===== config.mk =====
export PLATFORM = sky130hd
export DESIGN_NAME = first_best_fit_allocator_core_flat
export DESIGN_NICKNAME = d
export VERILOG_FILES = /design/src/hw/rtl/fbf_pkg.sv /design/src/hw/rtl/fbf_ifs.sv /design/src/hw/rtl/fbf_cell.sv /design/src/hw/rtl/first_best_fit_allocator_core.sv /design/src/flat_wrapper.sv
export SDC_FILE = /design/constraint.sdc
export NUM_CORES = 2
export LEC_CHECK = 0
export ABC_CLOCK_PERIOD_IN_PS = 6700
export BUFFER_PORTS_ARGS = -buffer_cell sky130_fd_sc_hd__buf_4
export CAP_MARGIN = 20
export CELL_PAD_IN_SITES_DETAIL_PLACEMENT = 0
export CELL_PAD_IN_SITES_GLOBAL_PLACEMENT = 1
export CORE_MARGIN = 2
export CORE_UTILIZATION = 25
export DETAILED_ROUTE_END_ITERATION = 8
export PLACE_DENSITY_LB_ADDON = 0.1
export SETUP_SLACK_MARGIN = 0.4
export SYNTH_ARGS = -nofsm -noshare
export SYNTH_HDL_FRONTEND = slang
export SYNTH_SLANG_ARGS = --single-unit

===== constraint.sdc =====
create_clock -name clk -period 6.7 [get_ports clk]
set_clock_uncertainty 0.15 [all_clocks]
set_input_delay 0.335 -clock clk [delete_from_list [all_inputs] [get_ports clk]]
set_output_delay 0.335 -clock clk [all_outputs]
set_load 0.05 [all_outputs]

===== src/hw/rtl/fbf_pkg.sv =====
// Shared codes for the free-region allocator: command, status, policy and
// configuration register constants. No dependencies.
package fbf_pkg;

  // Command field of an input word
  localparam logic CMD_ADD   = 1'b0;
  localparam logic CMD_ALLOC = 1'b1;

  // Result status codes
  localparam logic [1:0] ST_OK    = 2'd0;
  localparam logic [1:0] ST_NOFIT = 2'd1;
  localparam logic [1:0] ST_FULL  = 2'd2;

  // Fit policy register values
  localparam logic POLICY_FIRST = 1'b0;
  localparam logic POLICY_BEST  = 1'b1;

  // Configuration port geometry and register map (word index)
  localparam int CFG_DW = 32;
  localparam int CFG_AW = 3;
  localparam logic REG_FIT_POLICY = 1'b0;

endpackage


===== src/hw/rtl/fbf_ifs.sv =====
// Valid/ready channel interfaces for the allocator's input and result words.
// Depends on nothing; width follows ADDR_BITS.
interface fbf_in_if #(parameter int ADDR_BITS = 16) ();
  logic                 valid;
  logic                 ready;
  logic                 cmd;
  logic [ADDR_BITS-1:0] region_start;
  logic [ADDR_BITS-1:0] req_size;

  modport source (output valid, cmd, region_start, req_size, input ready);
  modport sink   (input valid, cmd, region_start, req_size, output ready);
endinterface

interface fbf_out_if #(parameter int ADDR_BITS = 16) ();
  logic                 valid;
  logic                 ready;
  logic [1:0]           status;
  logic [ADDR_BITS-1:0] alloc_start;

  modport source (output valid, status, alloc_start, input ready);
  modport sink   (input valid, status, alloc_start, output ready);
endinterface


===== src/hw/rtl/fbf_cell.sv =====
// One slot of the free-region table plus its stage of the search chain.
// Types of the chain record and the broadcast control come from the top level.
module fbf_cell #(
  parameter int  ADDR_BITS = 16,
  parameter int  IDX_BITS  = 4,
  parameter int  IDX       = 0,
  parameter type scan_t    = logic,
  parameter type ctl_t     = logic
) (
  input  logic  clk,
  input  logic  rst_n,
  input  ctl_t  ctl,
  input  scan_t scan_in,
  output scan_t scan_out
);

  localparam logic [IDX_BITS-1:0] MY_IDX = IDX_BITS'(IDX);

  logic [ADDR_BITS-1:0] start_r;
  logic [ADDR_BITS-1:0] size_r;
  logic                 valid_r;
  scan_t                scan_r;
  scan_t                scan_nxt;

  logic                 cand;
  logic                 better;
  logic                 take;
  logic [ADDR_BITS-1:0] size_left;
  logic                 hit;

  // Candidate test: empty slot for add, large enough region for allocate
  always_comb begin
    cand = ctl.alloc ? (valid_r && (size_r >= ctl.req)) : !valid_r;
    if (!ctl.alloc) begin
      better = 1'b0;
    end else if (ctl.best_fit && (size_r != scan_in.size)) begin
      better = size_r < scan_in.size;
    end else begin
      better = start_r < scan_in.start;
    end
    take = cand && (!scan_in.found || better);
  end

  // Pass the best-so-far record on, replacing it when this slot wins
  always_comb begin
    scan_nxt = scan_in;
    if (take) begin
      scan_nxt.found = 1'b1;
      scan_nxt.start = start_r;
      scan_nxt.size  = size_r;
      scan_nxt.idx   = MY_IDX;
    end
  end

  always_ff @(posedge clk) begin
    if (!rst_n) begin
      scan_r.act <= 1'b0;
    end else begin
      scan_r <= scan_nxt;
    end
  end

  assign scan_out = scan_r;

  // Slot update once the chosen index is broadcast
  assign hit       = ctl.upd && (ctl.upd_idx == MY_IDX);
  assign size_left = size_r - ctl.req;

  always_ff @(posedge clk) begin
    if (!rst_n) begin
      valid_r <= 1'b0;
    end else if (hit) begin
      if (ctl.alloc) begin
        valid_r <= |size_left;
      end else begin
        valid_r <= 1'b1;
      end
    end
  end

  always_ff @(posedge clk) begin
    if (hit) begin
      if (ctl.alloc) begin
        start_r <= start_r + ctl.req;
        size_r  <= size_left;
      end else begin
        start_r <= ctl.base;
        size_r  <= ctl.req;
      end
    end
  end

endmodule


===== src/hw/rtl/first_best_fit_allocator_core.sv =====
// Free-region allocator. After a word is accepted, a launch register starts
// the search record, the record walks the row of SEGMENTS table cells one
// cell per clock, the outcome is latched at the end of the row, then the
// chosen slot is written back and the result register loaded. That last
// step waits while an earlier result is still stalled.
// One word is in flight at a time. An add stores the
// region in the lowest empty slot (status full when none); an allocate
// returns the lowest-start fitting region (first fit) or the smallest one,
// ties to lowest start (best fit), per the fit_policy register at offset 0.
// Depends on fbf_pkg, fbf_ifs and fbf_cell.
module first_best_fit_allocator_core #(
  parameter int SEGMENTS  = 16,
  parameter int ADDR_BITS = 16
) (
  input  logic                         clk,
  input  logic                         rst_n,
  fbf_in_if.sink                       in_ch,
  fbf_out_if.source                    out_ch,
  input  logic                         cfg_psel,
  input  logic                         cfg_penable,
  input  logic                         cfg_pwrite,
  input  logic [fbf_pkg::CFG_AW-1:0]   cfg_paddr,
  input  logic [fbf_pkg::CFG_DW-1:0]   cfg_pwdata,
  output logic [fbf_pkg::CFG_DW-1:0]   cfg_prdata,
  output logic                         cfg_pready
);

  localparam int IDX_BITS = (SEGMENTS > 1) ? $clog2(SEGMENTS) : 1;

  localparam logic [1:0] S_IDLE = 2'd0;
  localparam logic [1:0] S_SCAN = 2'd1;
  localparam logic [1:0] S_DONE = 2'd2;

  typedef struct packed {
    logic                 act;
    logic                 found;
    logic [ADDR_BITS-1:0] start;
    logic [ADDR_BITS-1:0] size;
    logic [IDX_BITS-1:0]  idx;
  } scan_t;

  typedef struct packed {
    logic                 alloc;
    logic                 best_fit;
    logic [ADDR_BITS-1:0] base;
    logic [ADDR_BITS-1:0] req;
    logic                 upd;
    logic [IDX_BITS-1:0]  upd_idx;
  } ctl_t;

  logic [1:0]           state_r, state_nxt;
  logic                 go_r;
  logic                 fit_policy_r;
  logic                 alloc_r;
  logic [ADDR_BITS-1:0] base_r;
  logic [ADDR_BITS-1:0] req_r;
  logic                 best_fit_r;
  logic                 res_found_r;
  logic [IDX_BITS-1:0]  res_idx_r;
  logic [ADDR_BITS-1:0] res_start_r;
  logic                 out_valid_r;
  logic [1:0]           out_status_r;
  logic [ADDR_BITS-1:0] out_start_r;

  logic                 in_fire;
  logic                 done_fire;
  logic                 cfg_wr;
  scan_t                head;
  scan_t                chain [SEGMENTS];
  scan_t                last;
  ctl_t                 ctl;

  // Configuration port
  assign cfg_pready = 1'b1;
  assign cfg_wr     = cfg_psel && cfg_penable && cfg_pwrite &&
                      (cfg_paddr[2] == fbf_pkg::REG_FIT_POLICY);
  assign cfg_prdata = (cfg_paddr[2] == fbf_pkg::REG_FIT_POLICY) ?
                      {{(fbf_pkg::CFG_DW-1){1'b0}}, fit_policy_r} : '0;

  always_ff @(posedge clk) begin
    if (!rst_n) begin
      fit_policy_r <= fbf_pkg::POLICY_FIRST;
    end else if (cfg_wr) begin
      fit_policy_r <= cfg_pwdata[0];
    end
  end

  // Handshakes
  assign in_ch.ready = (state_r == S_IDLE);
  assign in_fire     = in_ch.valid && in_ch.ready;
  assign done_fire   = (state_r == S_DONE) && (!out_valid_r || out_ch.ready);

  // Sequencer
  always_comb begin
    state_nxt = state_r;
    case (state_r)
      S_IDLE: begin
        if (in_fire) state_nxt = S_SCAN;
      end
      S_SCAN: begin
        if (last.act) state_nxt = S_DONE;
      end
      S_DONE: begin
        if (done_fire) state_nxt = S_IDLE;
      end
      default: state_nxt = S_IDLE;
    endcase
  end

  always_ff @(posedge clk) begin
    if (!rst_n) begin
      state_r <= S_IDLE;
      go_r    <= 1'b0;
    end else begin
      state_r <= state_nxt;
      go_r    <= in_fire;
    end
  end

  // Word held for the whole search
  always_ff @(posedge clk) begin
    if (in_fire) begin
      alloc_r    <= (in_ch.cmd == fbf_pkg::CMD_ALLOC);
      base_r     <= in_ch.region_start;
      req_r      <= in_ch.req_size;
      best_fit_r <= (fit_policy_r == fbf_pkg::POLICY_BEST);
    end
  end

  // Outcome of the search at the end of the chain
  always_ff @(posedge clk) begin
    if ((state_r == S_SCAN) && last.act) begin
      res_found_r <= last.found;
      res_idx_r   <= last.idx;
      res_start_r <= last.start;
    end
  end

  // Broadcast control to the cells
  always_comb begin
    ctl.alloc    = alloc_r;
    ctl.best_fit = best_fit_r;
    ctl.base     = base_r;
    ctl.req      = req_r;
    ctl.upd      = done_fire && res_found_r;
    ctl.upd_idx  = res_idx_r;
  end

  always_comb begin
    head       = '0;
    head.act   = go_r;
    head.found = 1'b0;
  end

  // Row of table cells
  for (genvar g = 0; g < SEGMENTS; g++) begin : g_cell
    scan_t cell_in;
    if (g == 0) begin : g_head
      assign cell_in = head;
    end else begin : g_link
      assign cell_in = chain[g-1];
    end
    fbf_cell #(
      .ADDR_BITS (ADDR_BITS),
      .IDX_BITS  (IDX_BITS),
      .IDX       (g),
      .scan_t    (scan_t),
      .ctl_t     (ctl_t)
    ) u_cell (
      .clk      (clk),
      .rst_n    (rst_n),
      .ctl      (ctl),
      .scan_in  (cell_in),
      .scan_out (chain[g])
    );
  end

  assign last = chain[SEGMENTS-1];

  // Result register
  always_ff @(posedge clk) begin
    if (!rst_n) begin
      out_valid_r <= 1'b0;
    end else if (done_fire) begin
      out_valid_r <= 1'b1;
    end else if (out_ch.ready) begin
      out_valid_r <= 1'b0;
    end
  end

  always_ff @(posedge clk) begin
    if (done_fire) begin
      if (res_found_r) begin
        out_status_r <= fbf_pkg::ST_OK;
      end else if (alloc_r) begin
        out_status_r <= fbf_pkg::ST_NOFIT;
      end else begin
        out_status_r <= fbf_pkg::ST_FULL;
      end
      out_start_r <= (res_found_r && alloc_r) ? res_start_r : '0;
    end
  end

  assign out_ch.valid       = out_valid_r;
  assign out_ch.status      = out_status_r;
  assign out_ch.alloc_start = out_start_r;

endmodule


===== src/flat_wrapper.sv =====
// flat-port wrapper written by rule: the top's interface ports become plain ports
module first_best_fit_allocator_core_flat 
#(
  parameter int SEGMENTS  = 16,
  parameter int ADDR_BITS = 16
)
  (clk, rst_n, cfg_psel, cfg_penable, cfg_pwrite, cfg_paddr, cfg_pwdata, cfg_prdata, cfg_pready, in_ch_valid, in_ch_cmd, in_ch_region_start, in_ch_req_size, in_ch_ready, out_ch_valid, out_ch_status, out_ch_alloc_start, out_ch_ready);
  fbf_in_if #(.ADDR_BITS(ADDR_BITS)) in_ch_i ();
  fbf_out_if #(.ADDR_BITS(ADDR_BITS)) out_ch_i ();
  input  logic clk;
  input  logic rst_n;
  input  logic cfg_psel;
  input  logic cfg_penable;
  input  logic cfg_pwrite;
  input  logic [fbf_pkg::CFG_AW-1:0] cfg_paddr;
  input  logic [fbf_pkg::CFG_DW-1:0] cfg_pwdata;
  output logic [fbf_pkg::CFG_DW-1:0] cfg_prdata;
  output logic cfg_pready;
  input wire logic [$bits(in_ch_i.valid)-1:0] in_ch_valid;
  input wire logic [$bits(in_ch_i.cmd)-1:0] in_ch_cmd;
  input wire logic [$bits(in_ch_i.region_start)-1:0] in_ch_region_start;
  input wire logic [$bits(in_ch_i.req_size)-1:0] in_ch_req_size;
  output wire logic [$bits(in_ch_i.ready)-1:0] in_ch_ready;
  output wire logic [$bits(out_ch_i.valid)-1:0] out_ch_valid;
  output wire logic [$bits(out_ch_i.status)-1:0] out_ch_status;
  output wire logic [$bits(out_ch_i.alloc_start)-1:0] out_ch_alloc_start;
  input wire logic [$bits(out_ch_i.ready)-1:0] out_ch_ready;
  assign in_ch_i.valid = in_ch_valid;
  assign in_ch_i.cmd = in_ch_cmd;
  assign in_ch_i.region_start = in_ch_region_start;
  assign in_ch_i.req_size = in_ch_req_size;
  assign in_ch_ready = in_ch_i.ready;
  assign out_ch_valid = out_ch_i.valid;
  assign out_ch_status = out_ch_i.status;
  assign out_ch_alloc_start = out_ch_i.alloc_start;
  assign out_ch_i.ready = out_ch_ready;
  first_best_fit_allocator_core #(.SEGMENTS(SEGMENTS), .ADDR_BITS(ADDR_BITS)) u_core (.clk(clk), .rst_n(rst_n), .in_ch(in_ch_i), .out_ch(out_ch_i), .cfg_psel(cfg_psel), .cfg_penable(cfg_penable), .cfg_pwrite(cfg_pwrite), .cfg_paddr(cfg_paddr), .cfg_pwdata(cfg_pwdata), .cfg_prdata(cfg_prdata), .cfg_pready(cfg_pready));
endmodule

After elaboration in Yosys (flattened, before gate mapping)
Index checks and enable logic that the tools add are counted.
{ "word_totals": {"register_bits": 1198, "latchBits": 0, "word_cells": 510, "ramBits": 0, "rom_bits": 0, "mem_count": 0} }
{ "op_classes": {"div_mod_pow": 0, "shifts": 0, "add_sub_neg": 32, "n_bitwise": 1, "n_reduce_logical": 138, "n_mul": 0, "muxes": 118, "eq_ne": 35, "n_lt_le_gt_ge": 46} }
{ "ops": {"columns": ["operator", "count"], "rows": [
  ["$mux 36", 15],
  ["$mux 16", 32],
  ["$lt 16x16->1", 30],
  ["$add 16x16->16", 16],
  ["$ge 16x16->1", 16],
  ["$reduce_or 16->1", 16],
  ["$sub 16x16->16", 16],
  ["$ne 16x16->1", 15],
  ["$logic_and 1x1->1", 70],
  ["$mux 1", 65],
  ["$mux 37", 1],
  ["$eq 4x4->1 const B", 8],
  ["$logic_not 1->1", 32],
  ["$eq 4x3->1 const B", 4],
  ["$logic_or 1x1->1", 16],
  ["$eq 4x2->1 const B", 2],
  ["$mux 2", 4],
  ["$pmux 2 s3", 1],
  ["$eq 4x1->1 const B", 1],
  ["$logic_not 4->1", 1],
  ["$ne 2x2->1 const B", 2],
  ["$reduce_and 3->1", 1],
  ["$eq 2x1->1 const B", 1],
  ["$eq 2x2->1 const B", 1],
  ["other kinds (4)", 4]
]} }

Logic depth before layout (Yosys ltp)
{ "depth": {"depth_word": 7, "mapped_depth": 13, "ltp_nobuf": 11} }

Hierarchy
Synthesis repeated with hierarchy kept, for this count alone.
{ "hier_totals": {"hier_cells": 8372, "area_unflattened_um2": 88966.6} }
{ "by_module_without_submodules": {"columns": ["module", "cells_per_inst", "instances", "area_each_um2", "seq_area_each_um2"], "rows": [
  ["fbf_cell (u_core.g_cell[13].u_cell ...)", 512, 3, 5416.4, 2112.0],
  ["fbf_cell (u_core.g_cell[0].u_cell ...)", 512, 2, 5418.9, 2112.0],
  ["fbf_cell (u_core.g_cell[5].u_cell ...)", 520, 2, 5348.9, 2112.0],
  ["fbf_cell (u_core.g_cell[1].u_cell ...)", 506, 2, 5318.9, 2112.0],
  ["fbf_cell (u_core.g_cell[15].u_cell)", 512, 1, 5484.0, 2112.0],
  ["fbf_cell (u_core.g_cell[7].u_cell)", 514, 1, 5472.7, 2112.0],
  ["fbf_cell (u_core.g_cell[11].u_cell)", 510, 1, 5383.9, 2112.0],
  ["fbf_cell (u_core.g_cell[3].u_cell)", 510, 1, 5382.7, 2112.0],
  ["fbf_cell (u_core.g_cell[8].u_cell)", 520, 1, 5346.4, 2112.0],
  ["fbf_cell (u_core.g_cell[9].u_cell)", 521, 1, 5342.6, 2112.0],
  ["fbf_cell (u_core.g_cell[12].u_cell)", 520, 1, 5333.9, 2112.0],
  ["first_best_fit_allocator_core", 153, 1, 2797.7, 2292.2]
]} }

Least setup slack after synthesis
No wires, ideal clock.
{ "synth_path": {"path_type": "reg-to-reg", "startpoint": "register u_core.out_valid_r (netlist: u_core.out_ch.valid)", "endpoint": "register u_core.g_cell[12].u_cell.valid_r", "period_less_slack_ps": 5290, "slack_ps": 1410, "arrival_ps": 5012, "setup_time_ps": 127, "stages_incl_launch_ff": 9, "n_path_buf": 0, "t_required_ps": 6423, "path_cell_list": "dfxtp_1 > nand2b_1 > nand4_1 > nor4_1 > nand4b_1 > nor4_1 > nand4bb_1 > nor4_1 > a31oi_1"} }
{ "synth_via": {"elab_chain_cells": 5} }
{ "synth_lines": {"columns": ["element", "line", "rtl"], "rows": [
  ["from (decl)", "first_best_fit_allocator_core.sv:61", "logic out_valid_r;"],
  ["from (signal assigned)", "first_best_fit_allocator_core.sv:183", "out_valid_r <= 1'b0;"],
  ["from (signal assigned)", "first_best_fit_allocator_core.sv:185", "out_valid_r <= 1'b1;"],
  ["from (signal assigned)", "first_best_fit_allocator_core.sv:187", "out_valid_r <= 1'b0;"],
  ["$logic_not 1->1", "first_best_fit_allocator_core.sv:91", "assign done_fire = (state_r == S_DONE) && (!out_valid_r || out_ch.ready);"],
  ["$logic_or 1x1->1", "first_best_fit_allocator_core.sv:91", null],
  ["$logic_and 1x1->1", "first_best_fit_allocator_core.sv:91", null],
  ["$logic_and 1x1->1", "first_best_fit_allocator_core.sv:145", "ctl.upd = done_fire && res_found_r;"],
  ["$logic_and 1x1->1", "fbf_cell.sv:66", "assign hit = ctl.upd && (ctl.upd_idx == MY_IDX);"],
  ["via u_core.g_cell[12].u_cell.hit", "fbf_cell.sv:29", "logic hit;"],
  ["to (signal assigned)", "fbf_cell.sv:74", "valid_r <= |size_left;"],
  ["to (decl)", "fbf_cell.sv:21", "logic valid_r;"]
]} }
The timed path passes the listed nets, and every way through them passes these cells.
A chain may end at the register's enable or synchronous reset.

==> results.yml <==
synth:
  synth_top_flop_cell: "edfxtp_1"
  synth_edf_count: 1146
  synth_area_leader_cell: "edfxtp_1"
  yosys-top-cells-area: "edfxtp_1 41%, ha_1 14%, mux2_2 5.4%, a21o_1 3.5%, inv_1 3.0%"
  syn_area_per_cell_um2: 10.80
  synth_seq_cells: 1183
  yosys.area.top_type_share: 0.4138
  synthDistinctLibCells: 99
  synth_area_mm2: 0.08316
  syn_inst: 7703
  synthTopCellsByCount: "1,146 x edfxtp_1, 961 x ha_1, 670 x inv_1, 401 x mux2_2, 388 x a21o_1"
  ys_warn_count: 0
  synthArstFlopShare: 0
  yosysMostFrequentCell: "edfxtp_1"
  ys_seq_area_frac: 0.4227
floorplan:
  die_y_um: 580.8
  rows: 211
  die_w_um: 580.8
  io_pins: 128
  coreArea_mm2: 0.3308
  dieArea_mm2: 0.3373
  initial_core_util: 0.2514
layout:
  area_growth_pct: 14.56
  fin_area_mm2: 0.09527
  nets: 8989
  utilization: 0.2880
  drive_above_1_share: 0.1294
  fillers: 34170
cts:
  cts_setup_buffers: 0
  clkTransAtPathRegs_ps: 60
  cts_resized: 0
  cts_max_path_buffers: 4
  cts-buffers-inserted: 167
  cts_tree: "yes"
  clock-root-buffer: "clkbuf_16"
  cts_sinks: 1183
  insertion_delay_ps: 840
  hold_buffers: 51
  htreeDepth: 4
grt:
  antenna_found_initial: 30
  grt_pass1_wl_um: 433000
  grtUsageTotal: 0.1734
  grt_max_degree: 125
  grt_pass1_vias: 62700
  grt.overflow.total: 0
flow_run:
  maxCapViolCount: 0
setup_path:
  path_delay_family: "compound AO/OA/AOI/OAI gates"
  start_kind: "flop"
  crit_chain: "inv_2, ha_1, o21a_1, o21ai_0, a21oi_1, o311a_1, o21ai_1, mux2i_1, o21ai_4, buf_4, mux2_2"
  worstSetupEndpointType: "flop"
  cp_num_buf_inv: 2
  critPathMaxStageDelay_ps: 760
  worstPathArrival_ps: 5480
  crit_required_ps: 7140
  cp_max_fo: 23
  cp_slowest_cell: "inv_2"
  critPathKind: "flop to flop"
power:
  pwr-share-clk: 0.426
  p_sw_uw: 5609
  totalPowerFinal_uw: 20400
  power.internal_uw: 14800
  p_seq_frac: 0.424
  p_sw_frac: 0.2749
  power_density_mw_per_mm2: 214.2
  combPwrFrac: 0.150
  p_leak_uw: 0.03899
  vdd_drop_max_v: 0.0001756
sta:
  clock.fmax_mhz: 198.5
  fin_crit_ps: 5038
  final.setup.tns_ps: 0
  rsz0062_at_grt: "no"
  post-route-period-util: 0.7520
  slew_violations: 0
  hold_viol_final: 0
  max-slew-margin-rel: 0.2080
  setup_violations: 0
  tightestPinTransition_ps: 1158
drt:
  drt_iter0_drc: 3845
  vias: 61640
  drt_wl_total_um: 300600
  antenna_left: 0
  drc_errors: 0
  wire_per_inst_um: 24.21
  firstDrtPassIters: 5
  via_per_inst: 4.964
placed_design:
  dpl.hpwl_um: 220700
  gp_congestion: 0.8307
  dpl_cell_area_mm2: 0.08961
  portBuffers: 62
run_status:
  status: "completed"
min_path:
  hold_path_class: "input pin to flop"
cell usage in the layout (no fill, tap or decap), types with 50 or more instances in the layout:
master	synthesis	layout
a21oi_1	374	374
xnor2_1	166	166
and3_1	87	87
o21a_1	100	100
o21bai_1	85	83
nor3_1	170	165
o211ai_1	62	62
or3_1	86	86
nand3_1	119	119
buf_4	38	194
nor2_1	358	335
clkbuf_16	0	171
xor2_1	111	111
a21o_1	388	388
a311oi_1	61	61
nand4_1	143	143
mux2_2	401	401
o21ai_0	377	377
a31o_2	54	54
a211oi_1	90	89
ha_1	961	961
or2_2	50	50
edfxtp_1	1146	1146
nor2b_1	115	106
nand2_1	315	315
nand2b_1	120	120
inv_1	670	658
dlygate4sd3_1	0	51
and2_1	97	96
worst paths after layout:
kind	from	to	slack, ps	cells after the start
worst max-delay path	u_core.req_r[5]	u_core.g_cell[14].u_cell.scan_out[25]	1660	11
worst min-delay path	in_ch_req_size[0]	u_core.req_r[0]	80	2
worst max register to register	u_core.req_r[5]	u_core.g_cell[14].u_cell.scan_out[25]	1660	11
worst min register to register	u_core.g_cell[15].u_cell.scan_out[29]	u_core.res_start_r[9]	270	0
final cells by class:
| class | count | area (um2) | share of cell area |
|---|---|---|---|
| multi-input combinational | 5639 | 44770 | 0.4700 |
| antenna | 9 | 22.52 | 0.0002364 |
| inverter | 671 | 2527 | 0.02653 |
| sequential | 1183 | 35150 | 0.3690 |
| clock inverter | 65 | 553.0 | 0.005805 |
| tap | 4366 | 5463 | 0.05734 |
| clock buffer | 225 | 4542 | 0.04767 |
| timing repair buffer | 259 | 2235 | 0.02346 |
per-stage QoR:
step | setup WS (ps) | std cells | hold slack, ps
global placement | 1597 | 12060 | 252.6
detailed placement | 1577 | 12070 | 255.2
finish | 1662 | 12420 | 78.88
CTS | 1556 | 12410 | 3.664
global route | 1310 | 12410 | 56.93
floorplan | 1410 | 7733 | 250.3
logic make-up after synthesis:
| group | count (synthesis) | share of synthesized area |
|---|---|---|
| compound gates | 2037 | 0.1702 |
| mux | 480 | 0.06527 |
| buf+inv | 911 | 0.04435 |
| fa+ha+maj | 993 | 0.1523 |
| other cells | 2 | 0.00009031 |
| simple gates | 1820 | 0.1159 |
| xor+xnor | 277 | 0.02917 |
| flops | 1183 | 0.4227 |
routing by layer:
layer,track usage,vias up,routed length (um)
met2,0.2953,1153,142600
met5,0,-,0
met4,0.05020,0,8828
met1,0.2303,30390,138700
li1,-,29740,-
met3,0.01948,352,10440
registers in the layout, summed over array words and instances (netlist names), 2 cells and up:
signal                         flops
u_core.g_cell.u_cell.scan_out    577
u_core.g_cell.u_cell.size_r      256
u_core.g_cell.u_cell.start_r     256
u_core.base_r                     16
u_core.g_cell.u_cell.valid_r      16
u_core.out_ch.alloc_start         16
u_core.req_r                      16
u_core.res_start_r                16
u_core.res_idx_r                   4
u_core.out_ch.status               2
u_core.state_r                     2
power by group through the flow:
stage	combinational (uW)	sequential (uW)	clock, uW
2_1_floorplan	2030	8720	0
3_3_place_gp	3030	8820	0
3_5_place_dp	3050	8810	0
4_1_cts	3100	8660	9070
5_1_grt	3410	8680	9280
6_report	3060	8650	8690
(Power assumes the default switching activity.)
